--- src/rtl/bfsp_pkg.sv ---
// shared types and constants for the bellman-ford shortest path unit
package bfsp_pkg;

	// fixed field widths of the channels
	localparam int VTX_BITS      = 6;
	localparam int DIST_BITS     = 32;
	localparam int CNT_BITS      = 7;
	localparam int CFG_IDX_BITS  = 2;
	localparam int CFG_DATA_BITS = 7;

	// configuration register indexes
	localparam logic [CFG_IDX_BITS-1:0] CFG_SOURCE_VERTEX = 2'd0;
	localparam logic [CFG_IDX_BITS-1:0] CFG_VERTEX_COUNT  = 2'd1;

	// configuration reset values
	localparam logic [VTX_BITS-1:0] SOURCE_RESET = 6'd0;
	localparam logic [CNT_BITS-1:0] COUNT_RESET  = 7'd5;

	// saturation limits of a stored distance
	localparam logic [DIST_BITS-1:0] DIST_MAX = 32'h7fff_ffff;
	localparam logic [DIST_BITS-1:0] DIST_MIN = 32'h8000_0000;

	// configuration as seen by the controller
	typedef struct packed {
		logic [VTX_BITS-1:0] source_vertex;
		logic [CNT_BITS-1:0] vertex_count;
	} cfg_t;

	// one result item
	typedef struct packed {
		logic [VTX_BITS-1:0]  vertex;
		logic [DIST_BITS-1:0] distance;
		logic                 reachable;
		logic [VTX_BITS-1:0]  predecessor;
		logic                 negative_cycle;
		logic                 last_result;
	} result_t;

	// controller states
	typedef enum logic [2:0] {
		ST_LOAD,
		ST_PASS,
		ST_FETCH,
		ST_RELAX,
		ST_OUT_RD,
		ST_OUT_LOAD,
		ST_OUT_SHOW
	} state_t;

endpackage

--- src/rtl/bfsp_ctrl.sv ---
// sequencer and relaxation datapath of the shortest path unit
module bfsp_ctrl #(
	parameter int MAX_VERTICES = 64,
	parameter int MAX_EDGES    = 256,
	parameter int WEIGHT_BITS  = 16,
	localparam int VIW = $clog2(MAX_VERTICES),
	localparam int EAW = (MAX_EDGES > 1) ? $clog2(MAX_EDGES) : 1,
	localparam int EW  = 2 * VIW + WEIGHT_BITS
) (
	input  logic                           clk,
	input  logic                           arst_n,
	input  bfsp_pkg::cfg_t                 cfg,
	// edge channel
	input  logic                           in_valid,
	output logic                           in_ready,
	input  logic [bfsp_pkg::VTX_BITS-1:0]  in_from,
	input  logic [bfsp_pkg::VTX_BITS-1:0]  in_to,
	input  logic [WEIGHT_BITS-1:0]         in_weight,
	input  logic                           in_last,
	// result channel
	output logic                           res_valid,
	input  logic                           res_ready,
	output bfsp_pkg::result_t              res,
	// edge store
	output logic                           edge_we,
	output logic [EAW-1:0]                 edge_waddr,
	output logic [EW-1:0]                  edge_wdata,
	output logic                           edge_re,
	output logic [EAW-1:0]                 edge_raddr,
	input  logic [EW-1:0]                  edge_rdata,
	// vertex store
	output logic                           vtx_we,
	output logic [VIW-1:0]                 vtx_waddr,
	output logic [bfsp_pkg::DIST_BITS-1:0] vtx_wdist,
	output logic [VIW-1:0]                 vtx_wpred,
	output logic                           vtx_re,
	output logic [VIW-1:0]                 vtx_raddr_a,
	output logic [VIW-1:0]                 vtx_raddr_b,
	input  logic [bfsp_pkg::DIST_BITS-1:0] vtx_rdist_a,
	input  logic [VIW-1:0]                 vtx_rpred_a,
	input  logic [bfsp_pkg::DIST_BITS-1:0] vtx_rdist_b
);

	localparam int ECW = $clog2(MAX_EDGES + 1);
	localparam int CW  = bfsp_pkg::CNT_BITS;
	localparam int DW  = bfsp_pkg::DIST_BITS;

	bfsp_pkg::state_t state_q, state_d;

	logic [ECW-1:0]          count_q;
	logic [ECW-1:0]          e_q;
	logic [CW-1:0]           pass_q;
	logic                    check_q;
	logic [VIW-1:0]          v_q;
	logic [MAX_VERTICES-1:0] reach_q;

	logic [CW-1:0]  nv;
	logic           src_ok;
	logic           in_ok;
	logic           accept;
	logic           start;
	logic           pass_end;
	logic [VIW-1:0] e_from;
	logic [VIW-1:0] e_to;
	logic [WEIGHT_BITS-1:0] e_w;
	logic           edge_ok;
	logic [DW:0]    wext;
	logic [DW:0]    sum;
	logic           lt;
	logic           improve;
	logic [DW-1:0]  sum_sat;
	logic           v_last;

	// effective vertex count
	always_comb begin
		priority if (cfg.vertex_count == '0) begin
			nv = CW'(1);
		end else if (cfg.vertex_count > CW'(MAX_VERTICES)) begin
			nv = CW'(MAX_VERTICES);
		end else begin
			nv = cfg.vertex_count;
		end
	end

	// load side checks
	assign src_ok   = CW'(cfg.source_vertex) < nv;
	assign in_ok    = (CW'(in_from) < nv) && (CW'(in_to) < nv) && (count_q != ECW'(MAX_EDGES));
	assign accept   = in_valid && in_ready;
	assign start    = accept && in_last;
	assign pass_end = (e_q == count_q);

	// stored edge fields
	assign e_from = edge_rdata[EW-1 -: VIW];
	assign e_to   = edge_rdata[EW-1-VIW -: VIW];
	assign e_w    = edge_rdata[WEIGHT_BITS-1:0];

	// relaxation: exact sum, compare, saturate
	assign edge_ok = (CW'(e_from) < nv) && (CW'(e_to) < nv);
	assign wext    = {{(DW + 1 - WEIGHT_BITS){e_w[WEIGHT_BITS-1]}}, e_w};
	assign sum     = {vtx_rdist_a[DW-1], vtx_rdist_a} + wext;
	assign lt      = $signed(sum) < $signed({vtx_rdist_b[DW-1], vtx_rdist_b});
	assign improve = edge_ok && reach_q[e_from] && (!reach_q[e_to] || lt);

	always_comb begin
		priority if (sum[DW] != sum[DW-1]) begin
			sum_sat = sum[DW] ? bfsp_pkg::DIST_MIN : bfsp_pkg::DIST_MAX;
		end else begin
			sum_sat = sum[DW-1:0];
		end
	end

	assign v_last = (CW'(v_q) + CW'(1)) == nv;

	// next state
	always_comb begin
		state_d = state_q;
		unique case (state_q)
			bfsp_pkg::ST_LOAD: begin
				if (start) begin
					state_d = bfsp_pkg::ST_PASS;
				end
			end
			bfsp_pkg::ST_PASS: begin
				if (!pass_end) begin
					state_d = bfsp_pkg::ST_FETCH;
				end else if (check_q) begin
					state_d = bfsp_pkg::ST_OUT_RD;
				end
			end
			bfsp_pkg::ST_FETCH: begin
				state_d = bfsp_pkg::ST_RELAX;
			end
			bfsp_pkg::ST_RELAX: begin
				if (check_q && improve) begin
					state_d = bfsp_pkg::ST_OUT_SHOW;
				end else begin
					state_d = bfsp_pkg::ST_PASS;
				end
			end
			bfsp_pkg::ST_OUT_RD: begin
				state_d = bfsp_pkg::ST_OUT_LOAD;
			end
			bfsp_pkg::ST_OUT_LOAD: begin
				state_d = bfsp_pkg::ST_OUT_SHOW;
			end
			bfsp_pkg::ST_OUT_SHOW: begin
				if (res_ready) begin
					state_d = res.last_result ? bfsp_pkg::ST_LOAD : bfsp_pkg::ST_OUT_RD;
				end
			end
			default: begin
				state_d = bfsp_pkg::ST_LOAD;
			end
		endcase
	end

	// memory and handshake controls
	always_comb begin
		in_ready    = 1'b0;
		res_valid   = 1'b0;
		edge_we     = 1'b0;
		edge_re     = 1'b0;
		vtx_we      = 1'b0;
		vtx_re      = 1'b0;
		vtx_waddr   = e_to;
		vtx_wdist   = sum_sat;
		vtx_wpred   = e_from;
		vtx_raddr_a = e_from;
		vtx_raddr_b = e_to;
		unique case (state_q)
			bfsp_pkg::ST_LOAD: begin
				in_ready = 1'b1;
				edge_we  = accept && in_ok;
				// seed the source entry when the run starts
				if (start && src_ok) begin
					vtx_we    = 1'b1;
					vtx_waddr = cfg.source_vertex[VIW-1:0];
					vtx_wdist = '0;
					vtx_wpred = cfg.source_vertex[VIW-1:0];
				end
			end
			bfsp_pkg::ST_PASS: begin
				edge_re = !pass_end;
			end
			bfsp_pkg::ST_FETCH: begin
				vtx_re = 1'b1;
			end
			bfsp_pkg::ST_RELAX: begin
				vtx_we = improve && !check_q;
			end
			bfsp_pkg::ST_OUT_RD: begin
				vtx_re      = 1'b1;
				vtx_raddr_a = v_q;
			end
			bfsp_pkg::ST_OUT_LOAD: begin
			end
			bfsp_pkg::ST_OUT_SHOW: begin
				res_valid = 1'b1;
			end
			default: begin
			end
		endcase
	end

	assign edge_waddr = count_q[EAW-1:0];
	assign edge_wdata = {in_from[VIW-1:0], in_to[VIW-1:0], in_weight};
	assign edge_raddr = e_q[EAW-1:0];

	// control registers
	always_ff @(posedge clk or negedge arst_n) begin
		if (!arst_n) begin
			state_q <= bfsp_pkg::ST_LOAD;
			count_q <= '0;
			e_q     <= '0;
			pass_q  <= '0;
			check_q <= 1'b0;
			v_q     <= '0;
		end else begin
			state_q <= state_d;
			unique case (state_q)
				bfsp_pkg::ST_LOAD: begin
					if (accept && in_ok) begin
						count_q <= count_q + ECW'(1);
					end
					if (start) begin
						e_q     <= '0;
						pass_q  <= '0;
						check_q <= (nv == CW'(1));
					end
				end
				bfsp_pkg::ST_PASS: begin
					if (pass_end) begin
						if (check_q) begin
							v_q     <= '0;
							count_q <= '0;
						end else begin
							pass_q  <= pass_q + CW'(1);
							check_q <= (pass_q + CW'(1)) == (nv - CW'(1));
							e_q     <= '0;
						end
					end
				end
				bfsp_pkg::ST_RELAX: begin
					if (check_q && improve) begin
						count_q <= '0;
					end else begin
						e_q <= e_q + ECW'(1);
					end
				end
				bfsp_pkg::ST_OUT_SHOW: begin
					if (res_ready && !res.last_result) begin
						v_q <= v_q + VIW'(1);
					end
				end
				default: begin
				end
			endcase
		end
	end

	// reached flags and result register
	always_ff @(posedge clk) begin
		if (state_q == bfsp_pkg::ST_LOAD && start) begin
			for (int i = 0; i < MAX_VERTICES; i++) begin
				reach_q[i] <= src_ok && (VIW'(i) == cfg.source_vertex[VIW-1:0]);
			end
		end else if (state_q == bfsp_pkg::ST_RELAX && improve && !check_q) begin
			reach_q[e_to] <= 1'b1;
		end
		if (state_q == bfsp_pkg::ST_RELAX && check_q && improve) begin
			res <= '{vertex: '0, distance: '0, reachable: 1'b0, predecessor: '0,
				negative_cycle: 1'b1, last_result: 1'b1};
		end else if (state_q == bfsp_pkg::ST_OUT_LOAD) begin
			res.vertex         <= bfsp_pkg::VTX_BITS'(v_q);
			res.distance       <= reach_q[v_q] ? vtx_rdist_a : '0;
			res.reachable      <= reach_q[v_q];
			res.predecessor    <= bfsp_pkg::VTX_BITS'(reach_q[v_q] ? vtx_rpred_a : v_q);
			res.negative_cycle <= 1'b0;
			res.last_result    <= v_last;
		end
	end

`ifndef SYNTHESIS
	a_count_bound: assert property (@(posedge clk) disable iff (!arst_n)
		count_q <= ECW'(MAX_EDGES))
		else $error("edge count above capacity");
	a_check_no_write: assert property (@(posedge clk) disable iff (!arst_n)
		(state_q == bfsp_pkg::ST_RELAX && check_q) |-> !vtx_we)
		else $error("vertex store written during cycle check");
	a_edge_in_range: assert property (@(posedge clk) disable iff (!arst_n)
		(state_q == bfsp_pkg::ST_FETCH || state_q == bfsp_pkg::ST_RELAX) |-> e_q < count_q)
		else $error("edge index past stored edges");
	a_neg_is_last: assert property (@(posedge clk) disable iff (!arst_n)
		(res_valid && res.negative_cycle) |-> (res.last_result && !res.reachable))
		else $error("negative cycle item not final");
`endif

endmodule

--- config.mk ---
export PLATFORM = sky130hd
export DESIGN_NAME = bfsp_ctrl
export DESIGN_NICKNAME = d
export VERILOG_FILES = /design/src/rtl/bfsp_pkg.sv /design/src/rtl/bfsp_ctrl.sv
export SDC_FILE = /design/constraint.sdc
export NUM_CORES = 1
export LEC_CHECK = 0
export BUFFER_PORTS_ARGS = -buffer_cell sky130_fd_sc_hd__buf_4
export CAP_MARGIN = 20
export CORE_ASPECT_RATIO = 0.6
export CORE_UTILIZATION = 35
export DETAILED_ROUTE_END_ITERATION = 10
export PLACE_DENSITY = 0.6
export SLEW_MARGIN = 20
export SYNTH_ARGS = -nofsm -noshare
export SYNTH_HDL_FRONTEND = slang
export SYNTH_SLANG_ARGS = --single-unit
--- constraint.sdc ---
create_clock -name clk -period 6.3 [get_ports clk]
set_input_delay 0.63 -clock clk [delete_from_list [all_inputs] [get_ports clk]]
set_output_delay 0.63 -clock clk [all_outputs]
set_load 0.05 [all_outputs]
==> impl_metrics.env <==
export IMPL_status="finished, violations left"
export IMPL_ys_async_sr_fraction_pct=24.0
export IMPL_tritoncts="built"
export IMPL_critPathTopFamily="compound AO/OA/AOI/OAI gates"
export IMPL_cp_start_kind="input pin"
export IMPL_cts_made_buffers=17
export IMPL_start_util_pct=35.9
export IMPL_grt_pass1_wl_um=69200
export IMPL_crit_path_max_incr_delay_ns=0.63
export IMPL_r2r_start="state_q[0]$_DFFE_PN0P_"
export IMPL_die_y_um=149
export IMPL_crit_chain="buf_4 -> ha_1 -> fa_1 -> a211oi_2 -> o211ai_1 -> nand2_1 -> o21ai_0 -> and3_1 -> nor2_1 -> a211oi_1 -> xor2_1 -> ha_1 -> a21oi_1 -> o21ai_0 -> a211oi_2 -> mux2i_1 -> o31a_1 -> a21oi_1 -> nand2_1 -> nand2b_1 -> buf_4"
export IMPL_postRouteAntennaNets=0
export IMPL_antenna_found_initial=0
export IMPL_postCtsSetupBuffers=0
export IMPL_arrival_ns=5.21
export IMPL_final_cells=2063
export IMPL_route_detailed_drc=11
export IMPL_dpl_worst_slack_ns=0.339
export IMPL_whs_ns=0.136
export IMPL_dp_hpwl_um=34800
export IMPL_cts_sinks=146
export IMPL_drv_cap=0
export IMPL_grt_max_degree=66
export IMPL_synth_edff_count=64
export IMPL_path_max_fanout=4
export IMPL_wire_per_inst_um=22.4
export IMPL_worst_slack_ns=0.459
export IMPL_avgSynthCellArea_um2=8.98
export IMPL_period_share_pct=92.7
export IMPL_power_density_nw_per_um2=374
export IMPL_finClkSkew_ns=0.0163
export IMPL_tightestPinTransition_ns=1.11
export IMPL_ys_ff_latch=146
export IMPL_chipWidth_um=248
export IMPL_ioPinCount=297
export IMPL_crit_start="vtx_rdist_a[0]"
export IMPL_drt_total_wl_um=46300
export IMPL_post_route_util_pct=43.4
export IMPL_vias=12300
export IMPL_cts_max_level=4
export IMPL_insertion_delay_ns=0.45
export IMPL_hold_class="input pin to asynchronous set/reset pin"
export IMPL_row_count=53
export IMPL_critPathBufInv=2
export IMPL_layout_drive_gt1_share_pct=24.6
export IMPL_cts_buffer_depth=2
export IMPL_fin_crit_ns=5.84
export IMPL_clk_pin_slew_ns=0.07
export IMPL_drtPass1Iterations=11
export IMPL_vias_per_cell=5.97
export IMPL_slew_viol_final=0
export IMPL_syn_to_final_growth_pct=20.9
export IMPL_cp_slowest_cell="o21ai_0"
export IMPL_relSlewSlack_pct=25.7
export IMPL_synth_distinct_cells=77
export IMPL_hold_viol=0
export IMPL_syn_num_nets=1656
export IMPL_grtUsageTotal_pct=24.7
export IMPL_syn_inst=1413
export IMPL_worstSetupPathType="input pin to primary output"
export IMPL_antenna_cells=0
export IMPL_rsz0062_at_grt="false"
export IMPL_setup_tns_ns=0
export IMPL_ys_warn_count=0
export IMPL_post_dp_cell_area_um2=14700
export IMPL_p_leak_nw=6.56
export IMPL_end_kind="primary output"
export IMPL_final_area_um2=15300
export IMPL_io_buffers=264
export IMPL_holdBufCountCts=0
export IMPL_fin_nets=1826
export IMPL_dieArea_um2=37000
export IMPL_syn_area_um2=12700
export IMPL_grt_overflow_total=0
export IMPL_ys_flop_type="edfxtp_1"
export IMPL_drt_iter0_drc=1382
export IMPL_core_um2=35300
export IMPL_max_vdd_ir_drop_v=0.000198
export IMPL_seq_area_frac_synth_pct=29.5
export IMPL_grt_pass1_vias=11300
export IMPL_cts_root_buf="clkbuf_16"
export IMPL_crit_required_ns=5.67
export IMPL_setup_violations=0
export IMPL_place_inst=2031
export IMPL_violations="design-rule violations"
export IMPL_total_power_mw=5.73
export IMPL_gp_congestion=0.930
export IMPL_fmax_mhz=171
-- cells in the final DEF, fill, tap and decap left out, types with 8 or more instances in the layout --
master	n
dfxtp_1	47
nand2b_1	14
ha_1	98
clkbuf_16	20
buf_4	281
nand2_1	119
o21ai_0	54
and3_1	16
a21o_1	27
mux2i_1	36
a22o_1	35
a211oi_1	13
nor2b_1	15
o31ai_1	8
a21oi_1	130
inv_1	60
a22oi_1	11
edfxtp_1	64
o31a_1	13
xnor2_1	41
dfrtp_1	34
xor2_1	16
or3_1	9
o21a_1	32
o211ai_1	10
nand4_1	16
mux2_2	17
o22ai_1	77
mux4_2	33
nand3_1	37
o21bai_1	8
nor3_1	18
nor2_1	59
-- layout make-up --
class / count / area [µm²]
Clock buffer: 21 / 504
Multi-Input combinational cell: 1076 / 8050
Timing Repair Buffer: 282 / 2130
Clock inverter: 11 / 110
Fill cell: 3508 / 20000
Tap cell: 467 / 584
Inverter: 60 / 225
Sequential cell: 146 / 3740
-- power by group --
group	internal (mW)	switching (mW)
Clock	0.623	0.468
Combinational	1.06	2.04
Sequential	1.29	0.247
Total	2.97	2.76
-- layer usage --
metal  track usage (%)  share of wire, %  vias up
met4              7.02               1.6        0
met3              7.69                11       48
met1              38.5                48     5954
met5                 0                 0        -
met2              31.3                39      642
li1                  -                 -     5677
-- repair_timing --
| item | in CTS | in global routing |
|---|---|---|
| hold endpoints to repair | 0 | 0 |
| setup endpoints to repair | 0 | 1 |
| gates resized for setup | 0 | 4 |
-- flip-flops by register name (all words and copies together), names as in the netlist --
register  flops
res          47
pass_q        7
reach_q      64
count_q       9
e_q           9
state_q       3
check_q       1
v_q           6
-- cells by family (layout without fill, tap and decap cells) --
logic type                 after synthesis  after routing  share of synthesized area [%]
AOI/OAI and AO/OA                      473            473                           24.6
and+or+nand+nor                        358            358                           14.1
buffers and inverters                  191            374                           7.53
DFF                                    146            146                           29.5
adders and majority gates               99             99                           9.82
muxes                                   88             88                           10.4
xor gates and xnor gates                58             58                           4.11
-- cells in the mapped netlist (all sizes together) (7+ instances only) --
library cell / count / area, µm²
o21bai: 8 / 60.1
o21ai: 55 / 275
a31oi: 7 / 43.8
or3: 9 / 56.3
ha: 98 / 1230
a22o: 35 / 307
a21oi: 131 / 656
mux2i: 36 / 360
a21o: 27 / 203
buf: 81 / 541
a22oi: 11 / 82.6
nand3: 37 / 185
nand4: 16 / 100
nor4: 8 / 50.1
o31a: 13 / 114
inv: 60 / 225
and3: 17 / 106
edfxtp: 64 / 1920
clkbuf: 50 / 189
dfrtp: 35 / 876
o31ai: 8 / 60.1
o21a: 32 / 240
dfxtp: 47 / 941
nand2: 120 / 450
nor2: 60 / 225
mux2: 19 / 218
nor2b: 15 / 93.8
xnor2: 41 / 359
nand2b: 14 / 87.6
xor2: 16 / 140
nor3: 20 / 100
a211oi: 16 / 125
o211ai: 10 / 75.1
o22ai: 77 / 482
mux4: 33 / 743
-- path summary, 6_finish.rpt --
| path | to | cells after the start | slack (ns) |
|---|---|---|---|
| setup reg to reg | reach_q[23]$_DFFE_PP_ | 7 | 2.57 |
| min in group clk | res[21]$_SDFFE_PP0N_ | 2 | 0.39 |
| setup / recovery | vtx_we | 21 | 0.46 |
| hold / removal | count_q[1]$_DFFE_PN0P_ | 1 | 0.14 |
| max in group asynchronous | v_q[1]$_DFFE_PN0P_ | 1 | 5.78 |
| hold reg to reg | res[8]$_SDFFE_PP0N_ | 1 | 0.46 |
(Power assumes the default switching activity.)
